==> config.mk <==
export PLATFORM = sky130hd
export DESIGN_NAME = qpps_ctrl
export DESIGN_NICKNAME = d
export VERILOG_FILES = /design/src/rtl/core/qpps_pkg.sv /design/src/rtl/core/qpps_ctrl.sv
export SDC_FILE = /design/constraint.sdc
export NUM_CORES = 1
export LEC_CHECK = 0
export CORE_AREA = 2 2 39 41
export CTS_BUF_LIST = sky130_fd_sc_hd__clkbuf_4
export CTS_CLUSTER_DIAMETER = 50
export DETAILED_ROUTE_END_ITERATION = 10
export DIE_AREA = 0 0 41 43
export DONT_BUFFER_PORTS = 1
export PLACE_DENSITY = 0.4
export SYNTH_ARGS = -nofsm -noshare
export SYNTH_HDL_FRONTEND = slang
export SYNTH_SLANG_ARGS = --single-unit
==> constraint.sdc <==
create_clock -name clk -period 1.4 [get_ports clk]
set_input_delay 0.28 -clock clk [delete_from_list [all_inputs] [get_ports clk]]
set_output_delay 0.28 -clock clk [all_outputs]
set_load 0.03 [all_outputs]
==> src/rtl/core/qpps_pkg.sv <==
// qpps_pkg: shared types, constants and helpers for the QPSK polyphase pulse shaper.
// Used by qpps_ctrl, qpps_datapath and qpsk_polyphase_pulse_shaper_unit.
// No dependencies.
`default_nettype none

package qpps_pkg;

  localparam int unsigned MAX_PHASES = 32;
  localparam int unsigned MAX_TAPS   = 16;
  localparam int unsigned TAP_DEPTH  = MAX_PHASES * MAX_TAPS;
  localparam int unsigned TAP_AW     = $clog2(TAP_DEPTH);
  localparam int unsigned WIN_AW     = $clog2(MAX_TAPS);
  localparam int unsigned PHASE_W    = 7;
  localparam int unsigned ACC_W      = 21;
  localparam int unsigned CFG_IDX_W  = 2;
  localparam int unsigned CFG_DATA_W = 6;

  // configuration register indexes
  localparam logic [CFG_IDX_W-1:0] CFG_INTERP_RATIO   = 2'd0;
  localparam logic [CFG_IDX_W-1:0] CFG_DECIM_STEP     = 2'd1;
  localparam logic [CFG_IDX_W-1:0] CFG_TAPS_PER_PHASE = 2'd2;

  // item kinds
  localparam logic KIND_SYMBOL = 1'b0;
  localparam logic KIND_TAP    = 1'b1;

  // window entry codes, a 2-bit signed value
  localparam logic [1:0] WIN_ZERO = 2'b00;
  localparam logic [1:0] WIN_POS  = 2'b01;
  localparam logic [1:0] WIN_NEG  = 2'b11;

  localparam logic signed [15:0] SAMPLE_MAX = 16'sh7FFF;
  localparam logic signed [15:0] SAMPLE_MIN = 16'sh8000;
  localparam logic signed [ACC_W-1:0] ACC_HI = ACC_W'(SAMPLE_MAX);
  localparam logic signed [ACC_W-1:0] ACC_LO = ACC_W'(SAMPLE_MIN);

  typedef struct packed {
    logic               kind;
    logic [1:0]         symbol;
    logic [8:0]         tap_index;
    logic signed [15:0] tap_value;
  } in_item_t;

  typedef struct packed {
    logic signed [15:0] i_sample;
    logic signed [15:0] q_sample;
    logic               last;
  } out_item_t;

  // controller -> datapath
  typedef struct packed {
    logic sym_write;
    logic tap_write;
    logic tap_start;
    logic tap_issue;
    logic emit;
    logic phase_wrap;
  } cmd_t;

  // datapath -> controller
  typedef struct packed {
    logic phase_lt_ratio;
    logic tap_last;
    logic out_free;
  } sts_t;

  function automatic logic signed [15:0] sat16(input logic signed [ACC_W-1:0] v);
    logic signed [15:0] r;
    if (v > ACC_HI) begin
      r = SAMPLE_MAX;
    end else if (v < ACC_LO) begin
      r = SAMPLE_MIN;
    end else begin
      r = v[15:0];
    end
    return r;
  endfunction

endpackage

`default_nettype wire

==> src/rtl/core/qpps_ctrl.sv <==
// qpps_ctrl: sequencer for symbol items, tap loads and per-sample tap walks.
// Depends on qpps_pkg (cmd_t, sts_t, item kinds).
`default_nettype none

module qpps_ctrl (
  input  wire logic          clk,
  input  wire logic          rst_n,
  input  wire logic          in_valid,
  input  wire logic          in_kind,
  output logic               in_stall,
  input  wire qpps_pkg::sts_t sts,
  output qpps_pkg::cmd_t     cmd
);

  typedef enum logic [2:0] {
    S_IDLE,
    S_CHECK,
    S_RUN,
    S_DRAIN,
    S_EMIT
  } state_t;

  state_t state_r, state_nxt;

  always_comb begin
    state_nxt = state_r;
    cmd       = '0;
    in_stall  = 1'b1;
    unique case (state_r)
      S_IDLE: begin
        in_stall = 1'b0;
        if (in_valid) begin
          if (in_kind == qpps_pkg::KIND_TAP) begin
            cmd.tap_write = 1'b1;
          end else begin
            cmd.sym_write = 1'b1;
            state_nxt     = S_CHECK;
          end
        end
      end
      S_CHECK: begin
        if (sts.phase_lt_ratio) begin
          cmd.tap_start = 1'b1;
          state_nxt     = S_RUN;
        end else begin
          cmd.phase_wrap = 1'b1;
          state_nxt      = S_IDLE;
        end
      end
      S_RUN: begin
        cmd.tap_issue = 1'b1;
        if (sts.tap_last) begin
          state_nxt = S_DRAIN;
        end
      end
      // last tap product lands in the accumulators
      S_DRAIN: begin
        state_nxt = S_EMIT;
      end
      S_EMIT: begin
        if (sts.out_free) begin
          cmd.emit  = 1'b1;
          state_nxt = S_CHECK;
        end
      end
      default: begin
        state_nxt = S_IDLE;
      end
    endcase
  end

  always_ff @(posedge clk) begin
    if (!rst_n) begin
      state_r <= S_IDLE;
    end else begin
      state_r <= state_nxt;
    end
  end

endmodule

`default_nettype wire

==> results of run 1 <==
-- power by group through the flow --
stage	registers, mW	logic, mW	clock network [mW]
4_1_cts	0.0907	0.0791	0.187
3_5_place_dp	0.0917	0.0698	0
2_1_floorplan	0.0913	0.0548	0
6_report	0.0919	0.0819	0.176
5_1_grt	0.0924	0.0857	0.188
3_3_place_gp	0.0917	0.0691	0
-- worst max-delay path, cell delays in order (launching register included) --
cell and delay (ns):
dfxtp_2 0.31, or3_4 0.39, nor3b_4 0.18, buf_6 0.15
-- per-stage QoR --
stage,std cells,utilization (%)
2_1_floorplan,26,-
3_3_place_gp,47,23.0
3_5_place_dp,47,23.0
4_1_cts,52,28.8
5_1_grt,53,29.9
6_report,53,29.9
-- final cells by class --
| cell class | instances | area, µm² |
|---|---|---|
| timing repair buffer | 10 | 87.6 |
| multi-input combinational | 20 | 213 |
| fill | 152 | 970 |
| tap | 16 | 20.0 |
| clock buffer | 4 | 30.0 |
| sequential | 3 | 63.8 |
-- final timing paths --
| check | startpoint | slack, ns | end | depth (start not counted) |
|---|---|---|---|---|
| worst max-delay path | state_r[1] | -0.15 | cmd[5] | 3 |
| worst min-delay path | rst_n | 0.17 | state_r[1] | 2 |
| worst min register to register | state_r[2] | 0.64 | state_r[1] | 3 |
| worst max register to register | state_r[2] | 0.15 | state_r[2] | 4 |
-- logic make-up (layout without fill, tap and decap cells) --
family / count (synthesis) / count (layout) / share of synthesized area (%)
flip-flops: 3 / 3 / 24.7
AND/OR/NAND/NOR: 16 / 16 / 52.6
AO/OA/AOI/OAI: 4 / 4 / 13.4
buffers and inverters: 3 / 14 / 9.28
-- layer usage --
layer	part of all wire, %	global-route usage (%)
met5	0	0
met4	0.89	14.0
met3	8.2	2.62
met2	48	10.9
met1	42	10.5
-- cells in the final DEF, fill, tap and decap left out --
cell      count
a21boi_1      1
a21oi_1       2
a221oi_2      1
and3_4        1
and4b_2       1
buf_2         1
buf_4         5
buf_6         4
clkbuf_4      4
dfxtp_2       3
nand2b_1      2
nand2b_4      1
nand3b_1      2
nor2_4        1
nor3b_2       2
nor3b_4       1
nor4b_4       1
or2b_1        1
or3_4         1
or3b_1        1
or4b_1        1
-- timing repair --
item	4_1_cts	5_1_grt
gates cloned	0	1
pin swaps	2	0
resized for setup	11	4
endpoints found under the setup margin	7	7
setup buffers	1	0
==> impl_metrics.yaml, run 1 <==
routing:
  via_count: 245
  ant_nets: 0
  routedWlPerCell_um: 12.7
  dr.first_iter.drc_count: 6
  drc_errors: 0
  firstDrtPassIters: 4
  routed_via_density: 4.62
  routed_wl_um: 672
power:
  switching_power_mw: 0.0946
  switching_share_pct: 27.0
  power.density_mw_per_mm2: 845
  pwr-share-seq_pct: 26.3
  p_leak_nw: 0.163
  pwr-share-clk_pct: 50.3
  peakVddDrop_v: 0.000270
  power_mw: 0.350
  p_comb_share_pct: 23.4
  p_int_mw: 0.255
synth:
  synth_edf_count: 0
  syn-num-nets: 33
  synth.top_cell.area_share_pct: 24.7
  synth.avg_cell_area_um2: 9.34
  async_reset_ff_share_pct: 0
  synth_top_cell_by_area: "dfxtp_1"
  syn_inst: 26
  synthTopCellsByCount: "dfxtp_1, nand2b_1, a21oi_1, nand3b_1, nor3b_1"
  ys_ff_latch: 3
  syn_area_um2: 243
  yosysWarnings: 0
  yosysSeqAreaShare_pct: 24.7
  synth_cell_types: 19
  ys_top_cells_by_area: "dfxtp_1, nand2b_1, a221oi_2"
  ys.flop_type: "dfxtp_1"
finish:
  largest_reg_flops: 3
  postLayoutCellArea_um2: 414
  regMostFlops: "state_r"
  antennaDiodeCount: 0
  reg.largest.list: "state_r (3)"
  areaGrowthSynthToFinish_pct: 70.6
  drive_gt1_share_pct: 73.0
  final_nets: 45
floorplan:
  ios: 14
  dieArea_mm2: 0.00176
  core_region_area_mm2: 0.00138
  die_x_um: 41
  rows: 14
  fp.dieH_um: 43
  initial_core_util_pct: 17.5
clocking:
  htreeDepth: 1
  tritoncts: "built"
  cts.sinks: 3
  root_buffer: "clkbuf_4"
  path_clk_slew_ns: 0.04
  cts_buffers: 3
  hold_buffers: 0
  clk_latency_ns: 0.24
  clock_tree.buffer_depth: 2
place:
  dpl_cell_area_um2: 318
  dpl.hpwl_um: 453
  gp_congestion: 0.657
  io_buffers: 0
  place_ws_ns: 0.0953
critical_path:
  critPathKind: "flop to output port"
  critPathMaxFanout: 2
  cp-start-kind: "flop"
  required_ns: 1.12
  arrival_ns: 1.27
  endpoint_kind: "output port"
timing:
  drv_slew: 0
  worst_pin_slew_ns: 0.203
  finalHoldViolCount: 0
  period_share_pct: 111
  period_minus_slack_ns: 1.55
  setup_viol: 3
  whs_ns: 0.168
  setup_ws_ns: -0.149
  skew_ns: 0.00492
  fmax_mhz: 646
  max-slew-margin-rel_pct: 86.4
  setup-tns-final_ns: -0.259
  grt_setup_unrepaired: "true"
global_routing:
  grt_pass1_vias: 234
  overflow: 0
  grt_first_pass_wirelength_mm: 1.01
  grt_max_degree: 11
  antenna_found_initial: 0
  grt_usage_pct: 9.41
status:
  violations: "setup timing"
  outcome: "complete, but fails checks"
min_path:
  hold_class: "primary input to flop"
run:
  max-cap-violations: 0
Power figures use the tool's default switching activity.
==> run 2: changes to the inputs <==
--- a/config.mk
+++ b/config.mk
@@ -5,13 +5,14 @@
 export SDC_FILE = /design/constraint.sdc
 export NUM_CORES = 1
 export LEC_CHECK = 0
+export ABC_AREA = 1
 export CORE_AREA = 2 2 39 41
 export CTS_BUF_LIST = sky130_fd_sc_hd__clkbuf_4
 export CTS_CLUSTER_DIAMETER = 50
 export DETAILED_ROUTE_END_ITERATION = 10
 export DIE_AREA = 0 0 41 43
 export DONT_BUFFER_PORTS = 1
-export PLACE_DENSITY = 0.4
+export PLACE_DENSITY = 0.36
 export SYNTH_ARGS = -nofsm -noshare
 export SYNTH_HDL_FRONTEND = slang
 export SYNTH_SLANG_ARGS = --single-unit
==> impl_metrics.yaml, run 2 <==
floorplan:
  ios: 14
  initial_core_util_pct: 14.0
  core_region_area_mm2: 0.00138
  dieArea_mm2: 0.00176
  die_x_um: 41
  rows: 14
  fp.dieH_um: 43
timing:
  max-slew-margin-rel_pct: 82.9
  period_share_pct: 95.5
  setup-tns-final_ns: 0
  grt_setup_unrepaired: "true"
  finalHoldViolCount: 0
  drv_slew: 0
  period_minus_slack_ns: 1.34
  fmax_mhz: 748
  worst_pin_slew_ns: 0.256
  setup_viol: 0
  skew_ns: 0.00105
global_routing:
  grt_max_degree: 6
  grt_first_pass_wirelength_um: 828
  grt_usage_pct: 8.02
  grt_pass1_vias: 220
  antenna_found_initial: 0
  overflow: 0
critical_path:
  worstPathCellList: "inv_2 -> nor4_2 -> buf_4"
  cp-start-kind: "flop"
  arrival_ns: 1.06
  critPathKind: "flop to output port"
  critPathSlowestCell: "dfxtp_2"
  critical_path.max_stage_delay_ns: 0.36
  required_ns: 1.12
  critPathMaxFanout: 5
  endpoint_kind: "output port"
  rrSetupSlack_ns: 0.47
synth:
  synth_cell_types: 12
  syn_inst: 32
  yosysWarnings: 0
  async_reset_ff_share_pct: 0
  ys_ff_latch: 3
  synth.avg_cell_area_um2: 6.06
  synth_top_cell_by_area: "dfxtp_1"
  ys_top_cells_by_area: "dfxtp_1, inv_1, nand3_1"
  synth.most_common_cell: "inv_1"
  syn-num-nets: 39
  synthTopCellsByCount: "inv_1, nand2_1, nand3_1, nor2_1"
  synth.top_cell.area_share_pct: 31.0
  syn_area_um2: 194
  yosysSeqAreaShare_pct: 31.0
  ys.flop_type: "dfxtp_1"
  synth_edf_count: 0
min_path:
  hold_class: "primary input to flop"
routing:
  routed_via_density: 4.14
  firstDrtPassIters: 1
  drc_errors: 0
  routed_wl_um: 508
  dr.first_iter.drc_count: 0
  ant_nets: 0
  via_count: 240
  routedWlPerCell_um: 8.76
finish:
  final_nets: 50
  reg.largest.list: "state_r (3)"
  fin_util_pct: 23.5
  fill_cells: 157
  largest_reg_flops: 3
  areaGrowthSynthToFinish_pct: 67.7
  regMostFlops: "state_r"
  antennaDiodeCount: 0
  drive_gt1_share_pct: 59.5
  final_cell_mix: "buf_4, inv_1"
  layout_commonest_cell: "buf_4"
clocking:
  root_buffer: "clkbuf_4"
  path_clk_slew_ns: 0.04
  cts.sinks: 3
  cts_buffers: 3
  htreeDepth: 1
  clk_latency_ns: 0.23
  hold_buffers: 0
  tritoncts: "built"
  clock_tree.buffer_depth: 2
place:
  io_buffers: 0
  gp_congestion: 0.661
  dpl.hpwl_um: 419
power:
  power.density_mw_per_mm2: 1170
  p_leak_nw: 0.157
  peakVddDrop_v: 0.000334
status:
  outcome: "complete, no violations"
run:
  max-cap-violations: 0
[run 2: changes by cell type in the layout (fill, tap and decap cells not counted), moves of 3 or more]
cell     previous run  this run
buf_6               4         0
inv_1               0         5
inv_2               0         4
nand3_1             0         4
nand2_1             0         4
nor2_2              0         3
[run 2: kinds of logic after synthesis]
family	Yosys count	share of synthesized area (%)
AO/OA/AOI/OAI	3	11.0
buffers and inverters	9	17.4
flip-flops	3	31.0
AND/OR/NAND/NOR	17	40.6
[run 2: metrics by stage]
step | std cells | power [mW] | setup WS (ns) | hold slack (ns) | area (µm²)
3_3_place_gp | 53 | 0.200 | 0.192 | 0.438 | 256
2_1_floorplan | 32 | 0.173 | -0.274 | 0.420 | 199
4_1_cts | 57 | 0.379 | 0.00175 | 0.184 | 292
3_5_place_dp | 53 | 0.198 | 0.211 | 0.440 | 256
6_report | 58 | 0.382 | 0.0623 | 0.191 | 325
5_1_grt | 58 | 0.420 | -0.0449 | 0.185 | 325
[run 2: cell type report]
class	instances	area (µm²)	share of cell area, %
well taps	16	20.0	6.15
inverters	9	33.8	10.4
clock buffers	4	30.0	9.23
flip-flops and latches	3	68.8	21.2
repair buffers	6	45.0	13.8
multi-input cells	20	128	39.2
[run 2: power breakdown]
| part | internal [mW] | switching (mW) | total [mW] |
|---|---|---|---|
| clock | 0.126 | 0.0416 | 0.168 |
| combinational | 0.0405 | 0.0695 | 0.110 |
| sequential | 0.0924 | 0.0118 | 0.104 |
[run 2: worst paths after layout]
check | startpoint | to | cells past startpoint
worst max-delay path | state_r[2] | cmd[1] | 3
worst min-delay path | rst_n | state_r[0] | 2
worst max register to register | state_r[0] | state_r[0] | 5
worst min register to register | state_r[0] | state_r[2] | 2
[run 2: metal layers]
layer | up-vias | global-route usage, % | part of all wire, %
met1 | 109 | 6.39 | 38
met4 | 0 | 8.00 | 0
met5 | - | 0 | 0
met2 | 9 | 10.3 | 50
li1 | 122 | - | -
met3 | 0 | 7.85 | 12
[run 2: what timing repair did]
item	in CTS	in global routing
gates cloned	0	0
setup endpoints to repair	5	6
buffers inserted	0	1
gates resized for setup	4	7
pin swaps	0	2
[run 2: critical path: cells and delay by family, from the launching register on]
kind          cells  cell delay (ns)
simple gates      1             0.20
buf+inv           2             0.27
flops             1             0.36
